`src/design/prr_pkg.sv`:
```
// ----------------------------------------------------------------------------
// prr_pkg
// Shared constants, register codes and control structures of the polyphase
// rational resampler.
// ----------------------------------------------------------------------------
package prr_pkg;

    // Default values of the top-level parameters.
    localparam int DEF_MAX_UP             = 16;
    localparam int DEF_MAX_TAPS_PER_PHASE = 32;
    localparam int DEF_COEF_DEPTH         = 512;
    localparam int DEF_SAMPLE_WIDTH       = 16;

    // Fixed field and register widths.
    localparam int CIDX_W     = 9;
    localparam int UP_REG_W   = 5;
    localparam int DOWN_REG_W = 5;
    localparam int TAPS_REG_W = 6;
    localparam int DEC_W      = 4;
    localparam int MAX_DOWN   = 16;

    // Configuration port.
    localparam int PADDR_W = 4;
    localparam int PDATA_W = 32;

    // Register index, taken from paddr[3:2].
    typedef enum logic [1:0] {
        REG_UP_FACTOR   = 2'd0,
        REG_DOWN_FACTOR = 2'd1,
        REG_TAPS        = 2'd2,
        REG_NONE        = 2'd3
    } reg_idx_t;

    // Input word kinds carried on tuser.
    localparam logic OP_SAMPLE = 1'b0;
    localparam logic OP_LOAD   = 1'b1;

    // Commands from the controller to the datapath.
    typedef struct packed {
        logic clear;      // zero one coefficient entry of the clearing pass
        logic load;       // write one coefficient
        logic sample;     // latch a sample and start the pointer update
        logic mod_sub;    // one subtract step of the pointer wrap
        logic commit;     // write the delay line, pointer and decimation count
        logic addr_load;  // load the tap address generators for a new result
        logic issue;      // issue one tap into the MAC pipeline
        logic first;      // first tap of a result
        logic last_tap;   // last tap of a result
        logic last_res;   // tap belongs to the last result of a run
    } cmd_t;

    // Status from the datapath to the controller.
    typedef struct packed {
        logic clear_last;   // clearing pass at its final entry
        logic mod_ge;       // pointer sum still at or above the length
        logic dec_zero;     // decimation count is zero
        logic out_free;     // output register empty
        logic result_done;  // a result is loaded into the output register
    } stat_t;

    // Flags that travel along the MAC pipeline.
    typedef struct packed {
        logic vld;
        logic first;
        logic last_tap;
        logic last_res;
    } pipe_t;

endpackage

```
`src/design/prr_regs.sv`:
```
// ----------------------------------------------------------------------------
// prr_regs
// Configuration registers behind the APB-style port, with the effective
// (clamped) values used by the controller and datapath.
// ----------------------------------------------------------------------------
module prr_regs import prr_pkg::*;
#(
    parameter int MAX_UP             = DEF_MAX_UP,
    parameter int MAX_TAPS_PER_PHASE = DEF_MAX_TAPS_PER_PHASE,
    localparam int UP_W   = $clog2(MAX_UP + 1),
    localparam int TAPS_W = $clog2(MAX_TAPS_PER_PHASE + 1)
)
(
    input  logic                  clk,
    input  logic                  rst_n,
    input  logic                  psel,
    input  logic                  penable,
    input  logic                  pwrite,
    input  logic [PADDR_W-1:0]    paddr,
    input  logic [PDATA_W-1:0]    pwdata,
    output logic [PDATA_W-1:0]    prdata,
    output logic                  pready,
    output logic [UP_W-1:0]       up_eff,
    output logic [DOWN_REG_W-1:0] down_eff,
    output logic [TAPS_W-1:0]     taps_eff
);

    logic [UP_REG_W-1:0]   up_reg;
    logic [DOWN_REG_W-1:0] down_reg;
    logic [TAPS_REG_W-1:0] taps_reg;
    reg_idx_t              reg_idx;
    logic                  wr_en;

    assign pready  = 1'b1;
    assign reg_idx = reg_idx_t'(paddr[3:2]);
    assign wr_en   = psel && penable && pwrite && pready;

    // Register writes; an address past the list is ignored.
    always_ff @(posedge clk or negedge rst_n)
    begin
        if (!rst_n)
        begin
            up_reg   <= UP_REG_W'(1);
            down_reg <= DOWN_REG_W'(1);
            taps_reg <= TAPS_REG_W'(1);
        end
        else if (wr_en)
        begin
            unique case (reg_idx)
                REG_UP_FACTOR:   up_reg   <= pwdata[UP_REG_W-1:0];
                REG_DOWN_FACTOR: down_reg <= pwdata[DOWN_REG_W-1:0];
                REG_TAPS:        taps_reg <= pwdata[TAPS_REG_W-1:0];
                default:         ;
            endcase
        end
    end

    // Read back of the raw register values.
    always_comb
    begin
        unique case (reg_idx)
            REG_UP_FACTOR:   prdata = PDATA_W'(up_reg);
            REG_DOWN_FACTOR: prdata = PDATA_W'(down_reg);
            REG_TAPS:        prdata = PDATA_W'(taps_reg);
            default:         prdata = '0;
        endcase
    end

    // A zero acts as one and a value above the maximum acts as the maximum.
    always_comb
    begin
        priority if (up_reg == '0)
            up_eff = UP_W'(1);
        else if (32'(up_reg) > MAX_UP)
            up_eff = UP_W'(MAX_UP);
        else
            up_eff = UP_W'(up_reg);

        priority if (down_reg == '0)
            down_eff = DOWN_REG_W'(1);
        else if (32'(down_reg) > MAX_DOWN)
            down_eff = DOWN_REG_W'(MAX_DOWN);
        else
            down_eff = down_reg;

        priority if (taps_reg == '0)
            taps_eff = TAPS_W'(1);
        else if (32'(taps_reg) > MAX_TAPS_PER_PHASE)
            taps_eff = TAPS_W'(MAX_TAPS_PER_PHASE);
        else
            taps_eff = TAPS_W'(taps_reg);
    end

endmodule

```
`config.mk`:
```
export PLATFORM = sky130hd
export DESIGN_NAME = prr_regs
export DESIGN_NICKNAME = d
export VERILOG_FILES = /design/src/design/prr_pkg.sv /design/src/design/prr_regs.sv
export SDC_FILE = /design/constraint.sdc
export NUM_CORES = 1
export LEC_CHECK = 0
export BUFFER_PORTS_ARGS = -buffer_cell sky130_fd_sc_hd__buf_4
export CORE_UTILIZATION = 35
export DETAILED_ROUTE_END_ITERATION = 10
export PLACE_DENSITY_LB_ADDON = 0.05
export SLEW_MARGIN = 25
export SYNTH_ARGS = -nofsm -noshare
export SYNTH_HDL_FRONTEND = slang
export SYNTH_SLANG_ARGS = --single-unit
```
`constraint.sdc`:
```
create_clock -name clk -period 0.8 [get_ports clk]
set_input_delay 0.04 -clock clk [delete_from_list [all_inputs] [get_ports clk]]
set_output_delay 0.04 -clock clk [all_outputs]
set_load 0.03 [all_outputs]
```
==> metrics.txt, run 1 <==
Buffers on Ports 34; first-pass GRT wire length 3980 µm; Die Wd 58.1 µm; number of synthesized register bits 16; initial antenna violation count 0; FMAX 756 MHz; Critical R2R Capture taps_reg[1]; Synth Warn # 0; R2R setup slack -0.22 ns; CTS buffer count 3; clk_skew 0 ns; Crit path required time 0.76 ns; CTS root buf clkbuf_4; gr usage total 16.0%; post-synth top area cell dfrtp_1; Longest Clk Path Bufs 2; total of max-cap violations 0; EDFF count, synth 0; synthesis-to-finish area growth 70.8%; final-report setup violation count 35; post-route setup slack -0.523 ns; post-synth cell types 20; Worst Hold Class primary input to register; number of global-route vias before repair 832; initial core utilization 38.3%; Antenna Nets Post-Route 0; critical path class register to output pin; DP HPWL 1990 µm; Vert. Die Dim 58.1 µm; Remaining DRCs 0; CTS tree done; largest net degree at the start of global routing 17; slowest stage cell, crit path dfrtp_1; endpoint class of the critical path output pin; Nets 214; final core utilization 65.4%; Final Wtd Congestion 0.743; vias post-DR 884; failing checks setup timing; max-slew violations 0; syn_area_per_cell 10.3 µm²; Rows 19; status finished, violations left; largest cells by area after synthesis dfrtp_1 (30%), buf_4 (19%), mux2_2 (11%); crit-path cells nor4_2, nor2_1, nor2_4, buf_6; Skew-Pair Late Insertion Delay 0.27 ns; Power Density 2470 mW/mm²; die area 0.00337 mm²; reg2reg start taps_reg[1]; delay-heaviest family, CP simple AND/OR/NAND/NOR gates; Peak VDD IR 0.00145 V; post-layout power 0.00465 W; unrepaired setup endpoints after global routing true; final WL 2670 µm; grt ovf 0; Post-synth top cells buf_4 (28), dfrtp_1 (13), mux2_2 (11), nor2b_1 (11), nor2_1 (6); Post-DP Area 0.00155 mm²; final hold vios 0; CP Launch Point taps_reg[3]; drt via density 4.13; # H-tree levels 1; Worst-path clk slew 0.10 ns; CTS Sinks 16; Avg WL per Cell 12.5 µm; Arrival @ worst endpoint 1.28 ns; crit path buf inv count 1; layout cells sized above 1 68.6%; cell area after layout 0.00188 mm²; Startpoint Class register; Seq/Total Area, Yosys 36.7%; top-count cell post-synth buf_4; Core Footprint 0.00288 mm²; post-route clock period utilization 165%; Largest register FFs 6; diode count 0; drt first pass iters 4; Final Hold Slack 0.0177 ns; dominant synthesized flop cell dfrtp_1; R2R cell count 3; worst slack, placed -0.378 ns; crit-path max FO 2; synthesized area 0.00110 mm²; share of the synthesized area in the top cell type 29.5%; CP endpoint taps_eff[0]; Synth async-reset ratio 100%; IO Count 90; Filler Cells Inserted 230; Tmin final 1.32 ns; Largest stage delay, worst path 0.40 ns; Gate Count Post-Synth 107; Leak Pwr 0.918 nW; Iter 0 DRT Violations 9; stages on the worst setup path 4
==> repair_timing <==
item | CTS | global route
pin swaps | 5 | 3
resized for setup | 36 | 16
hold endpoints to repair | 19 | 1
setup buffers | 5 | 2
cloned | 0 | 0
hold buffers | 4 | 1
endpoints found under the setup margin | 36 | 36
==> stage by stage <==
step                      TNS [ns]  cells
final                        -9.73    214
after CTS                    -9.82    211
after global routing        -11.22    214
after global placement       -6.82    198
after floorplan              -4.58    132
after detailed placement     -7.04    198
==> kinds of logic after synthesis <==
group	after synthesis	synth area share [%]
buffers and inverters	33	22.2
and+or+nand+nor	30	15.6
muxes	21	22.6
DFF	16	36.7
AOI/OAI and AO/OA	5	2.27
other	2	0.682
==> report_power, final <==
group | switching [W] | leakage, nW | internal [W]
registers | 0.000236 | 0.185 | 0.00104
logic | 0.00135 | 0.712 | 0.00150
clock network | 0.000252 | 0.0210 | 0.000276
==> final cells by class <==
class	instances	area (µm²)	share of cell area, %
clock buffers	4	36.3	1.93
repair buffers	69	678	36.1
multi-input cells	83	703	37.4
well taps	42	52.6	2.79
flip-flops and latches	16	410	21.8
==> worst min path at each step <==
stage | cells past startpoint | end | start
after floorplan | 0 | down_reg[1] | rst_n
after global placement | 1 | down_reg[2] | rst_n
after detailed placement | 1 | down_reg[2] | rst_n
after CTS | 2 | down_reg[2] | pwdata[2]
after global routing | 2 | down_reg[2] | pwdata[2]
final | 2 | taps_reg[0] | pwdata[0]
==> placed cells by master, fill, tap and decap left out, drive strengths merged, types with 4 or more instances in the layout <==
cell / n
clkbuf: 4
dfrtp: 13
mux2: 16
nand2: 5
conb: 27
mux2i: 5
nor2b: 11
o21ai: 5
dlygate4sd3: 5
nor2: 6
buf: 64
==> layer usage <==
metal  vias up  GRT usage, %  routed length [µm]
met5         -             0                   0
met4         0          4.08                  12
met3         2          2.46                  87
met2        35          29.1                1450
met1       420          19.8                1120
li1        427             -                   -
No activity file was read; power rests on OpenSTA's default activity.
==> run 2: changes to the inputs <==
- CORE_UTILIZATION: 35 -> 39
- clock period: 0.8 -> 1.5 ns (I/O delays scaled with it)
==> run 2 against run 1 <==
Net effect: the flow now finishes without violations; sequential share of layout area increased by 9.2 points; final area decreased by 31%; via count decreased by 11%; total power decreased by 60%; global-route usage decreased by 1.4 points; critical path type unchanged; largest cell class unchanged.
==> metrics.txt, run 2 (synthesis results as in run 1) <==
status completed; endpoint class of the critical path output pin; Longest Clk Path Bufs 2 (unchanged); vias post-DR 788 (-11%); Iter 0 DRT Violations 4 (-5); HP Start pwdata[5]; Peak VDD IR 0.000722 V (-50%); IO Count 90 (unchanged); hold endpoint taps_reg[5]; final WL 2040 µm (-24%); total of max-cap violations 0 (unchanged); Largest register FFs 6 (unchanged); Worst-path clk slew 0.09 ns (about the same); synthesis-to-finish area growth 18.4%; Tmin final 1.37 ns; CTS buffer count 3 (unchanged); final-report setup violation count 0 (-100%); Critical R2R Capture up_reg[4]; worst slack, placed 0.193 ns (+0.571 ns); P_sw 0.000789 W (-57%); Crit path required time 1.42 ns (+0.66 ns); hold depth 2 (unchanged); grt ovf 0 (unchanged); R2R cell count 1 (-2); Core Footprint 0.00257 mm² (-11%); commonest non-fill, non-tap cell in the layout buf_4; Power Density 1410 mW/mm² (-43%); Remaining DRCs 0 (unchanged); # H-tree levels 1 (unchanged); initial antenna violation count 0 (unchanged); largest net degree at the start of global routing 17 (unchanged); CTS root buf clkbuf_4; Avg WL per Cell 12.1 µm (-3.2%); Antenna Nets Post-Route 0 (unchanged); Fin Setup TNS 0 ns (+9.73 ns); DP HPWL 1620 µm (-18%); post-route setup slack 0.132 ns (+0.655 ns); Startpoint Class register; Clock power frac 15.8% (+4.4 points); drt via density 4.66 (+13%); Worst Hold Class primary input to register; CTS tree done; Buffers on Ports 34 (unchanged); unrepaired setup endpoints after global routing false; max-slew violations 0 (unchanged); diode count 0 (unchanged); number of global-route vias before repair 617 (-26%); Sw Ratio 42.9% (+3.4 points); initial core utilization 42.9% (+4.6 points); Arrival @ worst endpoint 1.29 ns (about the same); reg2reg start up_reg[4]; CTS Sinks 16 (unchanged); FMAX 731 MHz; first-pass GRT wire length 2950 µm (-26%); most frequent cells in the layout buf_4 (35), conb_1 (27), dfrtp_1 (13); Rows 18 (-1); die area 0.00304 mm² (-9.9%); Leak Pwr 0.668 nW (-27%); Final Wtd Congestion 0.732 (-1.5%); gr usage total 14.7% (-1.4 points); critical path class register to output pin; R2R setup slack 0.64 ns (+0.86 ns); clk_skew 0 ns (unchanged); Die Wd 55.1 µm (-5.1%); Cell Int Power 0.00105 W (-63%); layout cells sized above 1 43.9% (-25 points); Nets 181 (-15%); drt first pass iters 4 (unchanged); post-route clock period utilization 91.2%; crit-path max FO 4 (+2); Vert. Die Dim 55.1 µm (-5.1%); part of the power in registers 36.3% (+8.9 points); combinational cell fraction of total power 47.9% (-13 points); Skew-Pair Late Insertion Delay 0.29 ns (+0.02 ns); final hold vios 0 (unchanged)
==> run 2: cell type report <==
cell class | count | area [µm²]
clock buffer | 4 | 36.3
fill | 249 | 1260
multi-input combinational | 83 | 553
sequential | 16 | 404
tap | 30 | 37.5
timing repair buffer | 36 | 273
==> run 2: layer usage <==
layer | wire length (µm) | up-vias | GRT usage [%]
met4 | 36 | 0 | 7.50
met5 | 0 | - | 0
met2 | 998 | 45 | 24.1
met1 | 865 | 375 | 17.8
li1 | - | 363 | -
met3 | 140 | 5 | 3.28
==> run 2: metrics by stage <==
step	instance area, µm²	hold WS [ns]	cells	utilization (%)	total power [W]
2_1_floorplan	1190	-0.221	132	-	0.00131
3_3_place_gp	1250	-0.0524	164	48.7	0.00155
3_5_place_dp	1250	-0.0496	164	48.7	0.00156
4_1_cts	1300	0.00558	169	50.5	0.00186
5_1_grt	1300	0.00413	169	50.8	0.00195
6_report	1300	0.0103	169	50.8	0.00184
==> run 2: critical path, cell delays in order, from the launching register on <==
cell,delay [ns]
dfrtp_1,0.43
nor4_2,0.27
nor2_1,0.06
nor2_1,0.08
buf_4,0.16
==> run 2: worst max-delay path by stage <==
| stage | start | endpoint | slack [ns] | cells after the start |
|---|---|---|---|---|
| 2_1_floorplan | taps_reg[0] | prdata[0] | 0.17 | 2 |
| 3_3_place_gp | pwrite | down_reg[3] | 0.20 | 4 |
| 3_5_place_dp | pwrite | down_reg[3] | 0.19 | 4 |
| 4_1_cts | taps_reg[1] | taps_eff[0] | 0.11 | 4 |
| 5_1_grt | taps_reg[1] | taps_eff[0] | 0.006 | 4 |
| 6_report | taps_reg[1] | taps_eff[0] | 0.13 | 4 |
==> run 2: power groups by stage <==
| stage | clock (W) | sequential, W | combinational, W |
|---|---|---|---|
| 2_1_floorplan | 0 | 0.000632 | 0.000682 |
| 3_3_place_gp | 0 | 0.000669 | 0.000878 |
| 3_5_place_dp | 0 | 0.000672 | 0.000884 |
| 4_1_cts | 0.000304 | 0.000664 | 0.000888 |
| 5_1_grt | 0.000325 | 0.000687 | 0.000941 |
| 6_report | 0.000291 | 0.000667 | 0.000880 |
==> run 2: timing repair <==
action | in CTS | in global routing
setup endpoints to repair | 0 | 1
resized for setup | 0 | 1
hold buffers | 1 | 0
buffers inserted | 0 | 0
hold endpoints to repair | 16 | 0
