<file path="src/design/prr_pkg.sv">
// ----------------------------------------------------------------------------
// prr_pkg
// Shared constants, register codes and control structures of the polyphase
// rational resampler.
// ----------------------------------------------------------------------------
package prr_pkg;

    // Default values of the top-level parameters.
    localparam int DEF_MAX_UP             = 16;
    localparam int DEF_MAX_TAPS_PER_PHASE = 32;
    localparam int DEF_COEF_DEPTH         = 512;
    localparam int DEF_SAMPLE_WIDTH       = 16;

    // Fixed field and register widths.
    localparam int CIDX_W     = 9;
    localparam int UP_REG_W   = 5;
    localparam int DOWN_REG_W = 5;
    localparam int TAPS_REG_W = 6;
    localparam int DEC_W      = 4;
    localparam int MAX_DOWN   = 16;

    // Configuration port.
    localparam int PADDR_W = 4;
    localparam int PDATA_W = 32;

    // Register index, taken from paddr[3:2].
    typedef enum logic [1:0] {
        REG_UP_FACTOR   = 2'd0,
        REG_DOWN_FACTOR = 2'd1,
        REG_TAPS        = 2'd2,
        REG_NONE        = 2'd3
    } reg_idx_t;

    // Input word kinds carried on tuser.
    localparam logic OP_SAMPLE = 1'b0;
    localparam logic OP_LOAD   = 1'b1;

    // Commands from the controller to the datapath.
    typedef struct packed {
        logic clear;      // zero one coefficient entry of the clearing pass
        logic load;       // write one coefficient
        logic sample;     // latch a sample and start the pointer update
        logic mod_sub;    // one subtract step of the pointer wrap
        logic commit;     // write the delay line, pointer and decimation count
        logic addr_load;  // load the tap address generators for a new result
        logic issue;      // issue one tap into the MAC pipeline
        logic first;      // first tap of a result
        logic last_tap;   // last tap of a result
        logic last_res;   // tap belongs to the last result of a run
    } cmd_t;

    // Status from the datapath to the controller.
    typedef struct packed {
        logic clear_last;   // clearing pass at its final entry
        logic mod_ge;       // pointer sum still at or above the length
        logic dec_zero;     // decimation count is zero
        logic out_free;     // output register empty
        logic result_done;  // a result is loaded into the output register
    } stat_t;

    // Flags that travel along the MAC pipeline.
    typedef struct packed {
        logic vld;
        logic first;
        logic last_tap;
        logic last_res;
    } pipe_t;

endpackage

</file>
<file path="src/design/prr_ctrl.sv">
// ----------------------------------------------------------------------------
// prr_ctrl
// Controller of the resampler: clearing pass, input word acceptance, pointer
// wrap, and the sequencing of results and taps through the shared MAC.
// ----------------------------------------------------------------------------
module prr_ctrl import prr_pkg::*;
#(
    parameter int MAX_UP             = DEF_MAX_UP,
    parameter int MAX_TAPS_PER_PHASE = DEF_MAX_TAPS_PER_PHASE,
    localparam int UP_W   = $clog2(MAX_UP + 1),
    localparam int TAPS_W = $clog2(MAX_TAPS_PER_PHASE + 1),
    localparam int JW     = (MAX_UP > 1) ? $clog2(MAX_UP) : 1,
    localparam int NW     = (MAX_TAPS_PER_PHASE > 1) ? $clog2(MAX_TAPS_PER_PHASE) : 1
)
(
    input  logic              clk,
    input  logic              rst_n,
    input  logic              s_tvalid,
    input  logic              opcode,
    output logic              s_tready,
    input  logic [UP_W-1:0]   up_eff,
    input  logic [TAPS_W-1:0] taps_eff,
    input  stat_t             stat,
    output cmd_t              cmd,
    output logic [JW-1:0]     j_idx
);

    typedef enum logic [2:0] {
        ST_CLEAR,
        ST_IDLE,
        ST_WRAP,
        ST_PASS_WAIT,
        ST_MAC,
        ST_DRAIN
    } state_t;

    state_t          state_reg;
    logic            ready_reg;
    logic [NW-1:0]   n_reg;
    logic [JW-1:0]   j_reg;
    logic            accept;
    logic            tap_last;
    logic            res_last;

    assign s_tready = ready_reg;
    assign j_idx    = j_reg;
    assign accept   = s_tvalid && ready_reg;
    assign tap_last = ((TAPS_W + 1)'(n_reg) + (TAPS_W + 1)'(1)) == (TAPS_W + 1)'(taps_eff);
    assign res_last = ((UP_W + 1)'(j_reg) + (UP_W + 1)'(1)) == (UP_W + 1)'(up_eff);

    // Commands decoded from the current state.
    always_comb
    begin
        cmd = '0;
        unique case (state_reg)
            ST_CLEAR:
            begin
                cmd.clear = 1'b1;
            end
            ST_IDLE:
            begin
                cmd.load   = accept && (opcode == OP_LOAD);
                cmd.sample = accept && (opcode == OP_SAMPLE);
            end
            ST_WRAP:
            begin
                cmd.mod_sub = stat.mod_ge;
                cmd.commit  = !stat.mod_ge;
            end
            ST_PASS_WAIT:
            begin
                cmd.addr_load = 1'b1;
            end
            ST_MAC:
            begin
                cmd.issue    = 1'b1;
                cmd.first    = (n_reg == '0);
                cmd.last_tap = tap_last;
                cmd.last_res = res_last;
            end
            ST_DRAIN:
            begin
            end
            default:
            begin
            end
        endcase
    end

    // State, ready and the tap and result counters.
    always_ff @(posedge clk or negedge rst_n)
    begin
        if (!rst_n)
        begin
            state_reg <= ST_CLEAR;
            ready_reg <= 1'b0;
            n_reg     <= '0;
            j_reg     <= '0;
        end
        else
        begin
            unique case (state_reg)
                ST_CLEAR:
                begin
                    if (stat.clear_last)
                    begin
                        state_reg <= ST_IDLE;
                        ready_reg <= 1'b1;
                    end
                end
                ST_IDLE:
                begin
                    if (accept && (opcode == OP_SAMPLE))
                    begin
                        state_reg <= ST_WRAP;
                        ready_reg <= 1'b0;
                    end
                end
                ST_WRAP:
                begin
                    if (!stat.mod_ge)
                    begin
                        if (stat.dec_zero)
                        begin
                            state_reg <= ST_PASS_WAIT;
                            j_reg     <= '0;
                        end
                        else
                        begin
                            state_reg <= ST_IDLE;
                            ready_reg <= 1'b1;
                        end
                    end
                end
                ST_PASS_WAIT:
                begin
                    if (stat.out_free)
                    begin
                        state_reg <= ST_MAC;
                        n_reg     <= '0;
                    end
                end
                ST_MAC:
                begin
                    if (tap_last)
                        state_reg <= ST_DRAIN;
                    else
                        n_reg <= n_reg + NW'(1);
                end
                ST_DRAIN:
                begin
                    if (stat.result_done)
                    begin
                        if (res_last)
                        begin
                            state_reg <= ST_IDLE;
                            ready_reg <= 1'b1;
                        end
                        else
                        begin
                            state_reg <= ST_PASS_WAIT;
                            j_reg     <= j_reg + JW'(1);
                        end
                    end
                end
                default:
                begin
                    state_reg <= ST_IDLE;
                    ready_reg <= 1'b1;
                end
            endcase
        end
    end

endmodule

</file>
<file path="config.mk">
export PLATFORM = sky130hd
export DESIGN_NAME = prr_ctrl
export DESIGN_NICKNAME = d
export VERILOG_FILES = /design/src/design/prr_pkg.sv /design/src/design/prr_ctrl.sv
export SDC_FILE = /design/constraint.sdc
export NUM_CORES = 1
export LEC_CHECK = 0
export ABC_AREA = 1
export BUFFER_PORTS_ARGS = -buffer_cell sky130_fd_sc_hd__buf_2
export CORE_ASPECT_RATIO = 1.4
export CORE_UTILIZATION = 50
export DETAILED_ROUTE_END_ITERATION = 6
export PLACE_DENSITY = 0.87
export SYNTH_ARGS = -nofsm -noshare
export SYNTH_HDL_FRONTEND = slang
export SYNTH_SLANG_ARGS = --single-unit
</file>
<file path="constraint.sdc">
create_clock -name clk -period 1.8 [get_ports clk]
set_input_delay 0.09 -clock clk [delete_from_list [all_inputs] [get_ports clk]]
set_output_delay 0.09 -clock clk [all_outputs]
set_load 0.01 [all_outputs]
</file>
==> out/results.txt, run 1 <==
RSZ-0062 raised after global routing: yes
starting DRC count in detailed routing: 36
Slowest-stage cell, CP: dfrtp_2
layout cell share with drive strength beyond 1: 36.3%
Placed Cells: 236
Post-Syn Area: 1130 um2
Routed WL: 2650 um
diodes inserted: 0
Synth Register Bits: 13
Final Hold Vio Count: 0
flop-to-flop setup slack: 0.09 ns
total CTS buffers: 3
Max Cap Viol: 0
largest cells by area after synthesis: dfrtp_1 (29%), nand2_1 (19%), inv_1 (7.6%)
outcome: complete, no violations
first-pass GRT wire length: 4350 um
clk sinks: 13
CTS tree: built
fin. max-slew vios: 0
Worst Path Required: 1.71 ns
critical-path maximum fanout: 5
# IOs: 35
clock insertion delay at the later pin of the skew report: 0.28 ns
most common library cells after synthesis: nand2_1 (57), inv_1 (23), nor2_1 (21)
setup_tns: 0 ns
CTS max path bufs: 2
Syn. warnings: 0
die height: 58.2 um
Total Nets Final: 250
Storage cell area: 328 um2
Root Buffer: clkbuf_4
P_sw: 0.759 mW
max reg flops: 5
synth unique cells: 22
crit path DAT: 1.71 ns
ys flop type: dfrtp_1
fillcell total: 201
P_int: 0.872 mW
Non-Filler Instances: 248
HP Class: input pin to flop
critical path's most frequent cell: inv_2
EDFF count, synth: 0
vias in the first global route: 1,077
Worst path top cell family by delay: simple AND/OR/NAND/NOR gates
PortBufs: 34
Routability Congestion: 0.879
Slew Limit Headroom: 79.7%
full die area: 2450 um2
Yosys top cell area share: 28.8%
sequential area share after synthesis: 28.8%
pin count of the biggest net entering global routing: 14
Starting Density: 52.4%
Clk pwr share: 11.3%
clk slew on worst S/H paths: 0.08 ns
min Tclk post-route: 1.80 ns
Final period util: 100%
Synth area leader: dfrtp_1
Layout Skew: 0.00468 ns
DP Wirelength: 2030 um
combinational power share: 59.6%
antenna violations before repair: 0
pwr/cell area: 1090 nW/um2
Max Freq: 556 MHz
async set-reset flop share out of synthesis: 100%
crit end category: output port
Setup Viol. Count Final: 0
sw frac: 46.5%
number of H-tree levels: 1
hold slack: 0.154 ns
DR vias: 1,262
Max VDD drop: 770 uV
antenna-violating nets left: 0
Synth-to-Final Area Change: 33.0%
leakage: 0.821 nW
1st-pass router iterations: 4
syn_nets: 201
critical-path cell list: inv_2, ha_4, nand2_1, nand3_2, nor2_2, nand2_2, nor2_4, nand3_4, inv_2, buf_6
residual DRC count: 0
Multi-input gate area: 761 um2
placed cell areas: 1340 um2
top-count cell post-synth: nand2_1
Max stage delay on crit path: 0.46 ns
Horiz. Die Dim: 42.2 um
Worst-Margin Slew: 0.305 ns
std cell rows: 20
Avg Cell Area, Syn: 6.34 um2
GRT Total Usage: 22.6%
Post-Syn Instances: 178
Crit Path Class: flop to output port
design area: 1500 um2
grt total ovfl: 0
CP bufs+invs: 3
Reg power frac: 29.1%
crit start category: flop
vias per inst: 5.09
routed length per instance: 10.7 um
Core ar.: 2150 um2
metrics by stage:
stage / power, mW / setup slack (ns) / utilization, %
2_1_floorplan: 1.05 / 0.178 / -
3_3_place_gp: 1.27 / 0.102 / 62.3
3_5_place_dp: 1.29 / 0.0330 / 62.3
4_1_cts: 1.54 / -0.0529 / 66.9
5_1_grt: 1.78 / -0.117 / 69.8
6_report: 1.63 / 0.000276 / 69.8
what timing repair did:
| action | 4_1_cts | 5_1_grt |
|---|---|---|
| hold buffers | 1 | 0 |
| endpoints found under the setup margin | 1 | 15 |
| setup buffers | 4 | 3 |
| resized for setup | 8 | 8 |
| pin swaps | 6 | 8 |
| endpoints found under the hold margin | 13 | 0 |
worst paths after layout:
kind,from,end,depth (start not counted)
hold reg to reg,state_reg[2],state_reg[2],2
min in group asynchronous,rst_n,n_reg[0],2
max in group asynchronous,rst_n,n_reg[1],2
setup / recovery,n_reg[0],cmd[1],10
hold / removal,stat[2],s_tready,4
setup reg to reg,n_reg[0],n_reg[0],12
worst reg2reg max path: stages (launching register included):
cell and delay, ns:
dfrtp_2 0.46, inv_2 0.10, ha_4 0.21, nand2_1 0.08, nand3_2 0.07, nor2_2 0.11, nand2_2 0.07, nor2_4 0.11
nand3_4 0.08, buf_4 0.17, nand3_4 0.08, nand2_1 0.06, nand2_1 0.06
layer usage:
layer	up-vias	part of all wire, %	routed length [um]	GRT usage (%)
met5	-	0	0	0
met4	0	0.72	19	6.70
met3	4	4.4	117	2.18
met2	30	53	1410	40.4
met1	572	42	1100	28.8
li1	656	-	-	-
cells in the final DEF, fill, tap and decap left out, types with 2 or more instances in the layout:
cell type and instances:
buf_2 33, buf_4 9, clkbuf_4 3, dfrtp_1 11
dfrtp_2 2, ha_4 3, inv_1 20, inv_2 8
nand2_1 55, nand2_2 10, nand3_1 14, nand3_4 2
nand3b_1 3, nand4_1 9, nor2_1 20, nor2_2 3
nor2_4 2, nor3_1 3, o21ai_1 4
cell families (layout without fill, tap and decap cells):
family                   count (synthesis)  in the layout  synth area share, %
AND/OR/NAND/NOR                        125            125                 53.2
adder cells (fa/ha/maj)                  3              3                 3.33
XOR/XNOR                                 2              2                 1.55
AO/OA/AOI/OAI                            7              7                 3.77
flip-flops                              13             13                 28.8
buffers and inverters                   28             76                 9.31
power by group through the flow:
stage                     Combinational, mW  Clock [mW]  Sequential (mW)
after detailed placement              0.823           0            0.466
after floorplan                       0.574           0            0.472
after CTS                             0.879       0.188            0.470
after global routing                   1.10       0.198            0.485
final                                 0.971       0.185            0.475
after global placement                0.810           0            0.463
layout make-up:
class                   count  area share, %
multi-input cells         137           50.7
flip-flops and latches     13           21.8
inverters                  28           7.00
repair buffers             44           16.9
well taps                  22           1.83
clock buffers               4           1.75
No activity file was read; power rests on OpenSTA's default activity.
==> run 2: changes to the inputs <==
- BUFFER_PORTS_ARGS: -buffer_cell sky130_fd_sc_hd__buf_2 -> -buffer_cell sky130_fd_sc_hd__buf_4
- PLACE_DENSITY: 0.87 -> unset
- PLACE_DENSITY_LB_ADDON: unset -> 0.25
- TNS_END_PERCENT: unset -> 10
==> run 2 against run 1 <==
  * The run now ends with setup timing left
  * Worst setup slack got worse by 0.037 ns
  * Final area increased by 1.4%
  * Hold slack got worse by 0.027 ns
  * Sequential cell count unchanged
  * Sequential share of layout area decreased by 0.30 points
  * Largest cell class unchanged
  * Total power decreased by 0.59%
  * Die area unchanged
  * Sequential power decreased by 1%
  * Critical endpoint unchanged
  * Wire length increased by 5.3%
==> out/results.txt, run 2 (same netlist as run 1, synthesis figures left out) <==
Setup Viol. Count Final: 1
Max Freq: 544 MHz
setup_tns: -0.0370 ns
Worst Path Required: 1.71 ns
Final Hold Vio Count: 0
GRT Total Usage: 23.9%
Setup WS post-layout: -0.0370 ns
commonest non-fill, non-tap cell in the layout: nand2_1
clock insertion delay at the later pin of the skew report: 0.28 ns
1st-pass router iterations: 6
Core ar.: 2150 um2
vias in the first global route: 1,211
commonest cells after routing, fill and taps aside: nand2_1 (57), buf_4 (37), nor2_1 (21)
routed length per instance: 11.5 um
PortBufs: 34
Max Cap Viol: 0
pin count of the biggest net entering global routing: 14
Starting Density: 52.4%
antenna-violating nets left: 0
first-pass GRT wire length: 4590 um
hold slack: 0.127 ns
DR vias: 1,274
Synth-to-Final Area Change: 34.9%
starting DRC count in detailed routing: 24
crit end category: output port
full die area: 2450 um2
outcome: finished with violations
DP Wirelength: 2190 um
RSZ-0062 raised after global routing: yes
Worst-Margin Slew: 0.336 ns
vias per inst: 5.24
min Tclk post-route: 1.84 ns
placed cell areas: 1420 um2
crit path DAT: 1.75 ns
CTS max path bufs: 2
design area: 1520 um2
residual DRC count: 0
std cell rows: 20
CTS tree: built
HP Class: input pin to flop
Routed WL: 2790 um
crit start category: flop
failing checks: setup timing
layout cell share with drive strength beyond 1: 33.5%
clk slew on worst S/H paths: 0.08 ns
Slew Limit Headroom: 77.5%
Total Nets Final: 245
antenna violations before repair: 0
Max VDD drop: 683 uV
diodes inserted: 0
fin. max-slew vios: 0
Final period util: 102%
flop-to-flop setup slack: 0.05 ns
max reg flops: 5
Root Buffer: clkbuf_4
Crit Path Class: flop to output port
critical-path maximum fanout: 4
clk sinks: 13
Horiz. Die Dim: 42.2 um
grt total ovfl: 0
# IOs: 35
leakage: 0.801 nW
total CTS buffers: 3
die height: 58.2 um
Layout Skew: 0.00326 ns
pwr/cell area: 1060 nW/um2
overall power: 1.62 mW
number of H-tree levels: 1
Routability Congestion: 0.836
run 2: path summary, 6_finish.rpt:
check / from / end / cells past startpoint
max in group asynchronous: rst_n / n_reg[0] / 2
setup / recovery: n_reg[0] / cmd[1] / 11
hold reg to reg: s_tready / s_tready / 2
setup reg to reg: n_reg[0] / n_reg[0] / 13
min in group asynchronous: rst_n / n_reg[4] / 2
hold / removal: stat[2] / s_tready / 4
run 2: layer usage:
metal	GRT usage, %	wire length [um]
met3	1.87	93
met1	26.1	1100
met2	46.0	1530
met4	11.2	62
met5	0	0
run 2: power by group:
group	total, mW	leakage, nW	switching, mW	internal, mW
clock network	0.182	0.0177	0.0994	0.0824
logic	0.972	0.614	0.560	0.412
registers	0.468	0.169	0.0980	0.370
run 2: stage by stage:
stage / utilization (%) / instances / setup WS (ns)
floorplan: - / 178 / 0.178
global placement: 65.9 / 235 / 0.0891
detailed placement: 65.9 / 235 / -0.0133
CTS: 68.9 / 243 / -0.0498
global route: 70.8 / 243 / -0.142
finish: 70.8 / 243 / -0.0370
run 2: area by class of cell:
type / instances / area [um2]
clock buffer: 3 / 22.5
clock inverter: 1 / 5.00
fill: 188 / 629
inverter: 28 / 105
multi-input combinational: 137 / 736
sequential: 13 / 328
tap: 22 / 27.5
timing repair buffer: 39 / 299
run 2: critical path: stages (launching register included):
cell and delay [ns]:
dfrtp_2 0.44, ha_2 0.22, nand2_2 0.10, nand2_2 0.06
nand2_1 0.05, nand2_1 0.06, nor2_2 0.11, nand2_2 0.08
nor2_4 0.13, nand3_4 0.08, inv_2 0.06, buf_6 0.09
run 2: repair_timing:
action	CTS	global route
hold buffers	1	0
buffers inserted	3	0
pin swaps	1	6
gates resized for setup	2	9
cloned	0	0
endpoints found under the hold margin	13	0
endpoints found under the setup margin	4	14
==> run 3: changes to the inputs <==
- CORE_UTILIZATION: 50 -> 46
- clock period: 1.8 -> 1.5 ns (I/O delays scaled with it)
==> run 3 against run 2 <==
  * The run ends with DRC, setup timing left
  * Sequential power rose by 22%
  * Count of clock-buffer cells in the layout increased by 1
  * Register-to-register slack lost 0.26 ns
  * Final area is 5.7% higher
  * Sequential share of layout area down 1.0 points
  * Via count up 3.0%
  * Clock skew shrank 0.0025 ns
  * Critical path depth did not move
  * Wire length increased by 7.4%
  * Sequential cell count unchanged
  * Worst setup slack worse by 0.23 ns
==> out/results.txt, run 3 (same netlist as run 1, synthesis figures left out) <==
clk sinks: 13
Max Freq: 565 MHz
Max Cap Viol: 0
Layout Skew: 0.000788 ns
starting DRC count in detailed routing: 52
sw frac: 46.5%
combinational power share: 61.7%
P_int: 1.10 mW
outcome: finished with violations
Setup Viol. Count Final: 16
RSZ-0062 raised after global routing: yes
critical-path maximum fanout: 4
first-pass GRT wire length: 4780 um
Worst Path Required: 1.42 ns
Reg power frac: 27.7%
pin count of the biggest net entering global routing: 14
fillcell total: 194
diodes inserted: 0
Final Hold Vio Count: 0
vias per inst: 5.23
crit end category: output port
pwr/cell area: 1280 nW/um2
crit start category: flop
Synth-to-Final Area Change: 42.6%
residual DRC count: 1
Slew Limit Headroom: 83.4%
number of H-tree levels: 1
leakage: 0.848 nW
1st-pass router iterations: 7
die height: 60.6 um
PortBufs: 34
total CTS buffers: 3
Root Buffer: clkbuf_4
layout cell share with drive strength beyond 1: 38.9%
GRT Total Usage: 23.5%
crit path DAT: 1.70 ns
Starting Density: 50.1%
Final period util: 118%
HP Class: input pin to flop
vias in the first global route: 1,189
# IOs: 35
Max VDD drop: 697 uV
routed length per instance: 11.9 um
Worst-Margin Slew: 0.247 ns
Routability Congestion: 0.822
setup_tns: -2.50 ns
min Tclk post-route: 1.77 ns
clk slew on worst S/H paths: 0.08 ns
DP Wirelength: 2290 um
max reg flops: 5
grt total ovfl: 0
clock insertion delay at the later pin of the skew report: 0.27 ns
std cell rows: 20
P_sw: 0.961 mW
Total Nets Final: 253
full die area: 2660 um2
Routed WL: 2990 um
fin. max-slew vios: 0
failing checks: DRC, setup timing
CTS max path bufs: 2
Setup WS post-layout: -0.271 ns
Crit Path Class: flop to output port
DR vias: 1,312
CTS tree: built
commonest non-fill, non-tap cell in the layout: nand2_1
Horiz. Die Dim: 43.9 um
antenna violations before repair: 0
antenna-violating nets left: 0
Core ar.: 2250 um2
commonest cells after routing, fill and taps aside: nand2_1 (54), buf_4 (45), inv_1 (19)
hold slack: 0.118 ns
Clk pwr share: 10.7%
==> run 3: worst max-delay path, stage by stage, from the launching register on <==
cell	delay [ns]
dfrtp_2	0.45
ha_4	0.19
nand2_4	0.08
nand2_2	0.05
nand2_1	0.05
nand2_1	0.06
nor2_2	0.13
nand2_2	0.07
nor2_4	0.11
nand3_4	0.07
inv_2	0.06
buf_6	0.09
==> run 3: timing repair <==
item,in CTS,in global routing
hold buffers,1,0
hold endpoints to repair,13,0
setup buffers,2,0
pin swaps,8,2
gates resized for setup,8,12
setup endpoints to repair,16,18
==> run 3: layout make-up <==
| type | instances | area, um2 | share of cell area (%) |
|---|---|---|---|
| inverters | 28 | 105 | 6.53 |
| multi-input cells | 137 | 761 | 47.3 |
| flip-flops and latches | 13 | 330 | 20.5 |
| repair buffers | 47 | 359 | 22.3 |
| well taps | 22 | 27.5 | 1.71 |
| clock buffers | 4 | 26.3 | 1.63 |
==> run 3: stage by stage <==
stage,cells,util (%),area [um2],worst slack [ns],total power [mW]
3_3_place_gp,244,66.1,1490,-0.134,1.65
5_1_grt,251,71.4,1610,-0.382,2.22
4_1_cts,251,69.8,1570,-0.338,1.99
2_1_floorplan,178,-,1130,-0.117,1.26
3_5_place_dp,244,66.1,1490,-0.239,1.70
6_report,251,71.4,1610,-0.271,2.06
==> run 3: final timing paths <==
| check | startpoint | end | slack, ns | cells after the start |
|---|---|---|---|---|
| max reg2reg | n_reg[0] | n_reg[0] | -0.21 | 13 |
| max | n_reg[0] | cmd[1] | -0.27 | 11 |
| min | stat[2] | s_tready | 0.12 | 4 |
| min reg2reg | state_reg[2] | state_reg[2] | 0.55 | 2 |
| max in group asynchronous | rst_n | state_reg[0] | 1.13 | 2 |
| min in group asynchronous | rst_n | j_idx[3] | 0.19 | 2 |
==> run 3: power groups by stage <==
stage / Clock [mW] / Combinational (mW) / Sequential [mW]
4_1_cts: 0.220 / 1.22 / 0.549
2_1_floorplan: 0 / 0.689 / 0.567
6_report: 0.220 / 1.27 / 0.572
5_1_grt: 0.236 / 1.40 / 0.582
3_3_place_gp: 0 / 1.11 / 0.539
3_5_place_dp: 0 / 1.15 / 0.546
==> run 3: layer usage <==
metal	track usage [%]	wire [um]	part of all wire [%]	up-vias
li1	-	-	-	664
met1	26.3	1160	39	604
met2	45.8	1670	56	42
met3	2.08	141	4.7	2
met4	7.79	25	0.84	0
met5	0	0	0	-
